[config.mk]
export PLATFORM = sky130hd
export DESIGN_NAME = button_debounce_long_press_core
export DESIGN_NICKNAME = d
export VERILOG_FILES = /design/src/sv/bdlp_pkg.sv /design/src/sv/bdlp_core.sv /design/src/sv/bdlp_out_buf.sv /design/src/sv/button_debounce_long_press_core.sv
export SDC_FILE = /design/constraint.sdc
export NUM_CORES = 1
export LEC_CHECK = 0
export BUFFER_PORTS_ARGS = -buffer_cell sky130_fd_sc_hd__buf_4
export CAP_MARGIN = 40
export CORE_AREA = 2 2 133 70
export CTS_CLUSTER_DIAMETER = 120
export DETAILED_ROUTE_END_ITERATION = 10
export DIE_AREA = 0 0 135 72
export GPL_TIMING_DRIVEN = 0
export PLACE_DENSITY = 0.72
export SLEW_MARGIN = 20
export SYNTH_ARGS = -nofsm -noshare
export SYNTH_HDL_FRONTEND = slang
export SYNTH_SLANG_ARGS = --single-unit
[constraint.sdc]
create_clock -name aclk -period 8.33 [get_ports aclk]
set_clock_uncertainty 0.05 [all_clocks]
set_input_delay 0.833 -clock aclk [delete_from_list [all_inputs] [get_ports aclk]]
set_output_delay 0.833 -clock aclk [all_outputs]
set_load 0.01 [all_outputs]
[src/sv/bdlp_pkg.sv]
// shared types and constants for the button debounce and long press block
`timescale 1ns / 1ps
`default_nettype none

package bdlp_pkg;

    localparam int unsigned CountWidth = 16;
    localparam logic [CountWidth-1:0] CountMax = '1;
    localparam logic [CountWidth-1:0] DebounceReset = 16'd50;
    localparam logic [CountWidth-1:0] LongPressReset = 16'd1000;

    typedef enum logic [1:0] {
        EV_PRESSED  = 2'd0,
        EV_CLICK    = 2'd1,
        EV_RELEASED = 2'd2,
        EV_LONG     = 2'd3
    } bdlp_event_t;

    typedef enum logic {
        REQ_TICK = 1'b0,
        REQ_EDGE = 1'b1
    } bdlp_req_t;

    typedef enum logic {
        CFG_DEBOUNCE   = 1'b0,
        CFG_LONG_PRESS = 1'b1
    } bdlp_cfg_idx_t;

    typedef struct packed {
        logic [CountWidth-1:0] since_edge_count;
        logic                  stable_high;
        logic                  long_fired;
        logic [CountWidth-1:0] hold_count;
        logic                  hold_timer_on;
    } bdlp_state_t;

endpackage

`default_nettype wire

[src/sv/bdlp_core.sv]
// button state registers and the per-item update logic
`timescale 1ns / 1ps
`default_nettype none

module bdlp_core
    import bdlp_pkg::*;
(
    input  wire logic                  aclk,
    input  wire logic                  aresetn,
    input  wire logic                  item_en,
    input  wire logic                  req_type,
    input  wire logic                  pin_level,
    input  wire logic [CountWidth-1:0] debounce_ticks,
    input  wire logic [CountWidth-1:0] long_press_ticks,
    output bdlp_state_t                state_o,
    output logic                       res_valid,
    output bdlp_event_t                res_event
);

    bdlp_state_t state_reg;
    bdlp_state_t state_next;

    logic [CountWidth-1:0] since_inc;
    logic [CountWidth-1:0] hold_inc;
    logic [CountWidth-1:0] limit;

    assign since_inc = (state_reg.since_edge_count == CountMax) ?
                       state_reg.since_edge_count : state_reg.since_edge_count + 1'b1;
    assign hold_inc  = (state_reg.hold_count == CountMax) ?
                       state_reg.hold_count : state_reg.hold_count + 1'b1;
    // a zero length counts as one tick
    assign limit     = (long_press_ticks == '0) ? CountWidth'(1) : long_press_ticks;

    always_comb begin
        state_next = state_reg;
        res_valid  = 1'b0;
        res_event  = EV_PRESSED;
        if (item_en) begin
            if (bdlp_req_t'(req_type) == REQ_TICK) begin
                state_next.since_edge_count = since_inc;
                if (state_reg.hold_timer_on) begin
                    state_next.hold_count = hold_inc;
                    if (hold_inc >= limit) begin
                        state_next.hold_timer_on = 1'b0;
                        state_next.hold_count    = '0;
                        if (!state_reg.stable_high && !state_reg.long_fired) begin
                            state_next.long_fired = 1'b1;
                            res_valid             = 1'b1;
                            res_event             = EV_LONG;
                        end
                    end
                end
            end else if (state_reg.since_edge_count >= debounce_ticks) begin
                // accepted edge restarts the debounce count even with no level change
                state_next.since_edge_count = '0;
                if (!pin_level && state_reg.stable_high) begin
                    state_next.stable_high   = 1'b0;
                    state_next.long_fired    = 1'b0;
                    state_next.hold_timer_on = 1'b1;
                    state_next.hold_count    = '0;
                    res_valid                = 1'b1;
                    res_event                = EV_PRESSED;
                end else if (pin_level && !state_reg.stable_high) begin
                    state_next.stable_high   = 1'b1;
                    state_next.hold_timer_on = 1'b0;
                    state_next.hold_count    = '0;
                    res_valid                = 1'b1;
                    res_event                = state_reg.long_fired ? EV_RELEASED : EV_CLICK;
                end
            end
        end
    end

    always_ff @(posedge aclk) begin
        if (!aresetn) begin
            state_reg <= '{since_edge_count: '0, stable_high: 1'b1, long_fired: 1'b0,
                           hold_count: '0, hold_timer_on: 1'b0};
        end else begin
            state_reg <= state_next;
        end
    end

    assign state_o = state_reg;

endmodule

`default_nettype wire

[src/sv/bdlp_out_buf.sv]
// two-entry result buffer between the update logic and the result channel
`timescale 1ns / 1ps
`default_nettype none

module bdlp_out_buf
    import bdlp_pkg::*;
(
    input  wire logic        aclk,
    input  wire logic        aresetn,
    input  wire logic        push,
    input  wire bdlp_event_t push_event,
    output logic             can_accept,
    output logic             m_valid,
    input  wire logic        m_ready,
    output logic [1:0]       m_button_event
);

    bdlp_event_t entry_reg [2];
    logic        wr_ptr_reg;
    logic        wr_ptr_next;
    logic        rd_ptr_reg;
    logic        rd_ptr_next;
    logic [1:0]  count_reg;
    logic [1:0]  count_next;
    logic        pop;

    assign pop        = m_valid && m_ready;
    assign can_accept = (count_reg != 2'd2);

    always_comb begin
        wr_ptr_next = push ? ~wr_ptr_reg : wr_ptr_reg;
        rd_ptr_next = pop ? ~rd_ptr_reg : rd_ptr_reg;
        count_next  = count_reg + {1'b0, push} - {1'b0, pop};
    end

    always_ff @(posedge aclk) begin
        if (!aresetn) begin
            wr_ptr_reg <= 1'b0;
            rd_ptr_reg <= 1'b0;
            count_reg  <= 2'd0;
        end else begin
            wr_ptr_reg <= wr_ptr_next;
            rd_ptr_reg <= rd_ptr_next;
            count_reg  <= count_next;
        end
    end

    always_ff @(posedge aclk) begin
        if (push) begin
            entry_reg[wr_ptr_reg] <= push_event;
        end
    end

    assign m_valid        = (count_reg != 2'd0);
    assign m_button_event = entry_reg[rd_ptr_reg];

endmodule

`default_nettype wire

[src/sv/button_debounce_long_press_core.sv]
// top level: button debounce with click and long press events
//
//  channel  | signals                                     | direction
//  ---------+---------------------------------------------+----------
//  input    | s_valid s_ready s_req_type s_pin_level      | in
//  result   | m_valid m_ready m_button_event              | out
//  config   | cfg_valid cfg_ready cfg_index cfg_data      | in
//
// one item per cycle while the result buffer has room; an item is held in the input
// register, processed against the button state, and its result, if any, is
// written into the result buffer, from which it drives m_valid
// the state update is combinational between the input register and the
// two-entry result buffer; a stalled result side holds off input only when both
// buffer entries are full
// synchronous active-low reset; config writes are always taken
`timescale 1ns / 1ps
`default_nettype none

module button_debounce_long_press_core
    import bdlp_pkg::*;
(
    input  wire logic                  aclk,
    input  wire logic                  aresetn,
    input  wire logic                  s_valid,
    output logic                       s_ready,
    input  wire logic                  s_req_type,
    input  wire logic                  s_pin_level,
    output logic                       m_valid,
    input  wire logic                  m_ready,
    output logic [1:0]                 m_button_event,
    input  wire logic                  cfg_valid,
    output logic                       cfg_ready,
    input  wire logic                  cfg_index,
    input  wire logic [CountWidth-1:0] cfg_data
);

    logic                  in_valid_reg;
    logic                  in_valid_next;
    logic                  req_type_reg;
    logic                  pin_level_reg;
    logic [CountWidth-1:0] debounce_reg;
    logic [CountWidth-1:0] long_press_reg;
    logic                  buf_can_accept;
    logic                  advance;
    logic                  res_valid;
    bdlp_event_t           res_event;
    bdlp_state_t           state;

    assign advance   = in_valid_reg && buf_can_accept;
    assign s_ready   = !in_valid_reg || buf_can_accept;
    assign cfg_ready = 1'b1;

    always_comb begin
        in_valid_next = in_valid_reg;
        if (s_valid && s_ready) begin
            in_valid_next = 1'b1;
        end else if (advance) begin
            in_valid_next = 1'b0;
        end
    end

    always_ff @(posedge aclk) begin
        if (!aresetn) begin
            in_valid_reg   <= 1'b0;
            debounce_reg   <= DebounceReset;
            long_press_reg <= LongPressReset;
        end else begin
            in_valid_reg <= in_valid_next;
            if (cfg_valid && cfg_ready) begin
                if (bdlp_cfg_idx_t'(cfg_index) == CFG_DEBOUNCE) begin
                    debounce_reg <= cfg_data;
                end else begin
                    long_press_reg <= cfg_data;
                end
            end
        end
    end

    always_ff @(posedge aclk) begin
        if (s_valid && s_ready) begin
            req_type_reg  <= s_req_type;
            pin_level_reg <= s_pin_level;
        end
    end

    bdlp_core u_core (
        .aclk             (aclk),
        .aresetn          (aresetn),
        .item_en          (advance),
        .req_type         (req_type_reg),
        .pin_level        (pin_level_reg),
        .debounce_ticks   (debounce_reg),
        .long_press_ticks (long_press_reg),
        .state_o          (state),
        .res_valid        (res_valid),
        .res_event        (res_event)
    );

    bdlp_out_buf u_out_buf (
        .aclk           (aclk),
        .aresetn        (aresetn),
        .push           (res_valid),
        .push_event     (res_event),
        .can_accept     (buf_can_accept),
        .m_valid        (m_valid),
        .m_ready        (m_ready),
        .m_button_event (m_button_event)
    );

    // the hold timer only runs while the button is down
    a_timer_when_pressed: assert property (@(posedge aclk) disable iff (!aresetn)
        state.hold_timer_on |-> !state.stable_high)
        else $error("hold timer running while released");

    // a long press is reported once per hold and marks it fired
    a_long_marks_fired: assert property (@(posedge aclk) disable iff (!aresetn)
        (res_valid && res_event == EV_LONG) |-> (!state.long_fired && !state.stable_high))
        else $error("long press reported twice or while released");

    a_long_sets_flag: assert property (@(posedge aclk) disable iff (!aresetn)
        (res_valid && res_event == EV_LONG) |=> state.long_fired)
        else $error("long press did not set its flag");

    // a press starts the timer from zero
    a_press_starts_timer: assert property (@(posedge aclk) disable iff (!aresetn)
        (res_valid && res_event == EV_PRESSED) |=>
            (state.hold_timer_on && !state.stable_high && state.hold_count == '0))
        else $error("press did not start the hold timer");

    // results are only produced while the buffer has room
    a_no_push_when_full: assert property (@(posedge aclk) disable iff (!aresetn)
        res_valid |-> buf_can_accept)
        else $error("result pushed into a full buffer");

endmodule

`default_nettype wire

# After elaboration in Yosys (flattened, before gate mapping)
# Memories as Yosys holds them, arrays and structs flattened. A register that Yosys moved wholly into a read port is not among the register bits.
# Cells that the tools add are included.
word_totals:
  romBits: 0
  memories: 1
  latch_bits: 0
  ramBits: 4
  elab_cells: 92
  reg_bits: 74
  input_bits: 24
  out_inout_bits: 5
mem_list:
  columns: ["memory", "words", "width", "rd", "rd_clocked_by_memory_dff", "wr", "line", "source"]
  rows:
  - ["u_out_buf.entry_reg", 2, 2, 1, 1, 1, "bdlp_out_buf.sv:18", "bdlp_event_t entry_reg [2];"]
classes:
  shift: 0
  bitwise_logic: 3
  n_addsub: 4
  mux: 37
  order_cmp: 2
  n_div: 0
  n_mul: 0
  eq_ne: 7
  n_reduce_logical: 25
op_table:
  columns: ["cell", "n"]
  rows:
  - ["$mux W16", 4]
  - ["$mux W18", 3]
  - ["$mux W35", 1]
  - ["$mux W17", 2]
  - ["$add A16 B1 Y16 const B", 2]
  - ["$eq A16 B16 Y1 const B", 2]
  - ["$ge A16 B16 Y1", 2]
  - ["$mux W1", 18]
  - ["$mux W2", 9]
  - ["$logic_not A16 Y1", 1]
  - ["$reduce_bool A2 Y1", 6]
  - ["$reduce_and A4 Y1", 2]
  - ["$logic_and A1 B1 Y1", 6]
  - ["$reduce_and A3 Y1", 2]
  - ["$reduce_and A6 Y1", 1]
  - ["$logic_not A1 Y1", 4]
  - ["$ne A2 B1 Y1 const B", 2]
  - ["$ne A2 B2 Y1 const B", 2]
  - ["$reduce_and A2 Y1", 2]
  - ["$ne A3 B1 Y1 const B", 1]
  - ["$not A1 Y1", 3]
  - ["$add A2 B1 Y2", 1]
  - ["$sub A2 B1 Y2", 1]
  - ["$logic_or A1 B1 Y1", 1]

# Longest topological paths before layout
logic_depth:
  word_depth: 9
  ltp_mapped: 17

# By module
# A second synthesis with hierarchy kept.
unflattened:
  hier_cells: 577
  hier_area_um2: 4972.3
by_module_without_submodules:
  columns: ["module", "seq_area_each_um2", "area_each_um2", "n_inst", "cells_each"]
  rows:
  - ["bdlp_core", 700.7, 3143.0, 1, 404]
  - ["button_debounce_long_press_core", 720.7, 1441.4, 1, 144]
  - ["bdlp_out_buf", 220.2, 387.9, 1, 29]

# Worst setup path after synthesis
# Ideal clock, no wire load.
synth_path:
  path_type: "register to register"
  start: "register u_core.state_reg (netlist bit u_core.state_o[12])"
  end: "register u_out_buf.count_reg[1]"
  required_time_ns: 8.152
  arrival_ns: 3.499
  n_path_buf: 1
  period_less_slack_ns: 3.677
  path_slack_ns: 4.653
  path_stages_with_launch: 16
  setup_time_ns: 0.128
  path_cell_list: "dfxtp_1 -> nand3_1 -> or2_2 -> clkbuf_1 -> nor2_1 -> mux2_2 -> ha_1 -> a2111oi_0 -> a2111oi_0 -> o31a_1 -> a21oi_1 -> inv_1 -> ha_1 -> xor2_1 -> xnor2_1 -> nor2_1"
synth_between:
  elab_chain_cells: 9
synth_rtl:
  columns: ["element", "line", "source"]
  rows:
  - ["start, declared", "bdlp_core.sv:20", "bdlp_state_t state_reg;"]
  - ["start signal, assigned", "bdlp_core.sv:76", "state_reg <= '{since_edge_count: '0, stable_high: 1'b1, long_fired: 1'b0,"]
  - ["start signal, assigned", "bdlp_core.sv:79", "state_reg <= state_next;"]
  - ["$add A16 B1 Y16 or $eq A16 B16 Y1 (tied branches)", "bdlp_core.sv:30, bdlp_core.sv:29", null]
  - ["$mux W16 *", "bdlp_core.sv:29", "assign hold_inc = (state_reg.hold_count == CountMax) ?"]
  - ["$ge A16 B16 Y1 *", "bdlp_core.sv:43", "if (hold_inc >= limit) begin"]
  - ["$mux W1 *", "bdlp_core.sv:43", null]
  - ["$mux W1 *", "bdlp_core.sv:41", "if (state_reg.hold_timer_on) begin"]
  - ["$mux W1 *", "bdlp_core.sv:39", "if (bdlp_req_t'(req_type) == REQ_TICK) begin"]
  - ["$mux W1 *", "bdlp_core.sv:38", "if (item_en) begin"]
  - ["$add A2 B1 Y2 *", "bdlp_out_buf.sv:33", "count_next = count_reg + {1'b0, push} - {1'b0, pop};"]
  - ["$sub A2 B1 Y2 *", "bdlp_out_buf.sv:33", null]
  - ["end signal, assigned", "bdlp_out_buf.sv:44", "count_reg <= count_next;"]
  - ["end, declared", "bdlp_out_buf.sv:23", "logic [1:0] count_reg;"]
# Mark *: on every way between the ends. The rest lies on a longest branch, timed or not.
# A chain may end at the register's enable or synchronous reset.

# Final worst setup path
layout_path:
  start: "register u_core.state_reg (netlist bit u_core.state_o[11])"
  end: "register u_out_buf.count_reg[1]"
# The elaborated chain is that of the path after synthesis.

==> results.toml <==
[run_status]
status = "complete, no violations"

[critical_path]
worstSetupEndpointType = "flop"
critPathMaxFanout = 9
timing.critical_path.slowest_stage_cell = "sky130_fd_sc_hd__nor2_1"
arrival_ps = 4420
worst_path_largest_cell_delay_ps = 420
critical_path_required_ps = 8490
worstPathCellList = "nand3_1 > or2_2 > clkbuf_1 > nor2_1 > mux2_2 > ha_1 > a2111oi_0 > a2111oi_0 > clkbuf_1 > o31a_1 > a21oi_1 > inv_1 > ha_1 > xor2_1 > xnor2_1 > nor2_1"
r2r_setup_slack_ps = 4070
classification_of_the_worst_setup_path = "flop to flop"
start_kind = "flop"

[clock_tree]
clock_sink_count = 79
post_cts_buffers = 0
cts_tree = "yes"
insertion_delay_ps = 340
htree_levels = 3
post_cts_hold_buffer_count = 0
clkSlewWorstSetupHoldPaths_ps = 60
cts_root_buf = "sky130_fd_sc_hd__clkbuf_16"
cts_buffers = 9
cts_buffer_depth = 2
cts-resized-gates = 0

[global_routing]
grt_pass1_wl_mm = 19.1
pin_count_of_the_biggest_net_entering_global_routing = 14
antenna_violations_before_repair = 0
globalRoute.totalOverflow = 0
grt_pass1_vias = 3911
global_route.usage.total_pct = 25.3

[logic_synthesis]
ys_dominant_reg_cell = "sky130_fd_sc_hd__dfxtp_1"
synth_xor_area_share_pct = 2.10
synthesized_area_fraction_occupied_by_ao_oa_aoi_and_oai_cells_pct = 19.7
mappedNetlistArea_sq_mm = 0.00460
seq_total_area_yosys_pct = 35.7
synth-edff-count = 6
mappedNetlistNets = 635
synth.top_cells.by_area = "sky130_fd_sc_hd__dfxtp_1 (32%), sky130_fd_sc_hd__ha_1 (10%), sky130_fd_sc_hd__a21oi_1 (7.2%)"
synth-seq-cells = 79
asyncSetResetFlopFracSynth_pct = 0
synth_fa_ha_area_share_pct = 10.3
yosys.cell_count.top_type = "sky130_fd_sc_hd__nand2_1"
yosys_warnings = 0
synth_largest_type_area_fraction_pct = 31.8
netlist_instances = 573
netlist.top_cell.by_area = "sky130_fd_sc_hd__dfxtp_1"
ys_types = 65
synth_top_cells_by_count = "sky130_fd_sc_hd__nand2_1 (86), sky130_fd_sc_hd__dfxtp_1 (73), sky130_fd_sc_hd__a21oi_1 (66)"
synth.avg_cell_area_sq_um = 8.02
synthMuxAreaShare_pct = 1.69
synth_top_family_by_area = "simple AND/OR/NAND/NOR gates"
synth-simple-area-share_pct = 23.8

[power_and_ir_drop]
vdd_drop_max_mv = 0.126
total_power_divided_by_cell_area_mw_per_mm2 = 169
total_leakage_power_nw = 2.05

[route]
top_signal_layer_used = "met4"
drt_first_pass_iters = 5
mean_routed_wirelength_per_cell_um = 16.2
routed-wl-met2_mm = 5.10
drt-vias-per-instance = 5.90
drt-total-wl_mm = 11.9
drt_first_iter_violations = 424
dr_wl_met3_um = 888
met1_layer_wirelength_in_the_final_routing_mm = 5.68
drt.antenna.violating_nets = 0
routed-via-count = 4332
drc = 0

[timing]
setup_total_negative_slack_ps = 0
maxSlewHeadroom_pct = 51.4
fin_crit_sh_pct = 51.1
rsz0062_at_grt = "false"
timing_max_transition_violations_final = 0
timing.final.setup_violations = 0
worstMarginPinSlew_ps = 722
fin_crit_ps = 4260
setup_ws_ps = 4070
timing_hold_violations_final = 0
achievable-frequency_ghz = 0.235

[finish]
fin_cells = 734
antenna_cells_inserted = 0
post_route_cells_drive_above_1_share_pct = 10.5
largest_reg_flops = 35
final_core_util_pct = 61.4
finalNetCount = 674
relative_area_change_from_synthesis_to_final_layout_pct = 13.9

[place]
dp_slack_ps = 3920
dpl.cell_count = 716
gpl.final_weighted_congestion = 0.913
detailed_placer_s_ending_hpwl_mm = 8.94
io_buffers = 26

[floorplanning]
fp.dieH_um = 72
core_area_sq_mm = 0.00853
rows = 24
design.die.area_sq_mm = 0.00972
die_x_um = 135
initial_core_util_pct = 53.9
io_pins = 29

[min_path]
min_path_type = "flop to flop"

[run]
max-cap-violations = 0
-- cell type report --
| type | count | area (sq um) |
|---|---|---|
| clock buffer | 9 | 225 |
| buffer | 29 | 133 |
| multi-input combinational | 420 | 2660 |
| clock inverter | 7 | 63.8 |
| timing repair buffer | 28 | 204 |
| fill | 788 | 3290 |
| inverter | 45 | 169 |
| sequential | 79 | 1640 |
| tap | 117 | 146 |
-- per-layer routing --
metal  vias up  track usage (%)
met5         -                0
met4         0             6.60
met3        21             6.78
met2       147             39.0
met1      2023             35.5
li1       2141                -
-- where the power goes --
| group | switching, mW | leakage, nW | internal (mW) |
|---|---|---|---|
| combinational | 0.0580 | 1.26 | 0.0384 |
| sequential | 0.00853 | 0.650 | 0.395 |
| clock | 0.157 | 0.140 | 0.229 |
-- kinds of logic after synthesis --
kind of cell | count (synthesis)
fa+ha+maj | 38
other cells | 1
simple gates | 212
xor+xnor | 11
buf+inv | 74
compound gates | 151
flops | 79
mux | 7
-- stage by stage --
step           hold slack (ps)  cell area (sq um)  total power, mW
2_1_floorplan              386               4600            0.471
3_3_place_gp               393               4940            0.505
5_1_grt                    432               5240            0.920
4_1_cts                    406               5230            0.889
3_5_place_dp               398               4940            0.507
6_report                   406               5240            0.886
-- critical path, delay by kind of cell, from the launching register on --
family	cells	cell delay (ps)
AO/OA/AOI/OAI	4	1110
XOR/XNOR	2	310
adder cells (fa/ha/maj)	2	490
buffers and inverters	3	440
flip-flops	1	400
multiplexers	1	410
AND/OR/NAND/NOR	4	940
-- worst paths after layout --
kind              cells after the start                from                     end
setup / recovery                     16  u_core.state_o[11]  u_out_buf.count_reg[1]
hold / removal                        2     debounce_reg[3]         debounce_reg[3]
setup reg to reg                     16  u_core.state_o[11]  u_out_buf.count_reg[1]
hold reg to reg                       2     debounce_reg[3]         debounce_reg[3]
-- placed cells by master, fill, tap and decap left out, types with 5 or more instances in the layout --
master                       n
sky130_fd_sc_hd__buf_4      28
sky130_fd_sc_hd__or4_1      10
sky130_fd_sc_hd__clkbuf_16   9
sky130_fd_sc_hd__nand2_1    86
sky130_fd_sc_hd__and3_1      7
sky130_fd_sc_hd__a21oi_1    66
sky130_fd_sc_hd__edfxtp_1    6
sky130_fd_sc_hd__dfxtp_1    73
sky130_fd_sc_hd__nor4_1      5
sky130_fd_sc_hd__nand2b_1    7
sky130_fd_sc_hd__mux2_2      6
sky130_fd_sc_hd__clkbuf_1   23
sky130_fd_sc_hd__a31oi_1    10
sky130_fd_sc_hd__o21ai_0    29
sky130_fd_sc_hd__o211ai_1   10
sky130_fd_sc_hd__nor2_1     18
sky130_fd_sc_hd__xnor2_1     7
sky130_fd_sc_hd__nor3_1      7
sky130_fd_sc_hd__nand3_1    24
sky130_fd_sc_hd__nand4_1    13
sky130_fd_sc_hd__o31ai_1    11
sky130_fd_sc_hd__ha_1       38
sky130_fd_sc_hd__inv_1      44
sky130_fd_sc_hd__or3_1       6
(Power assumes the default switching activity.)
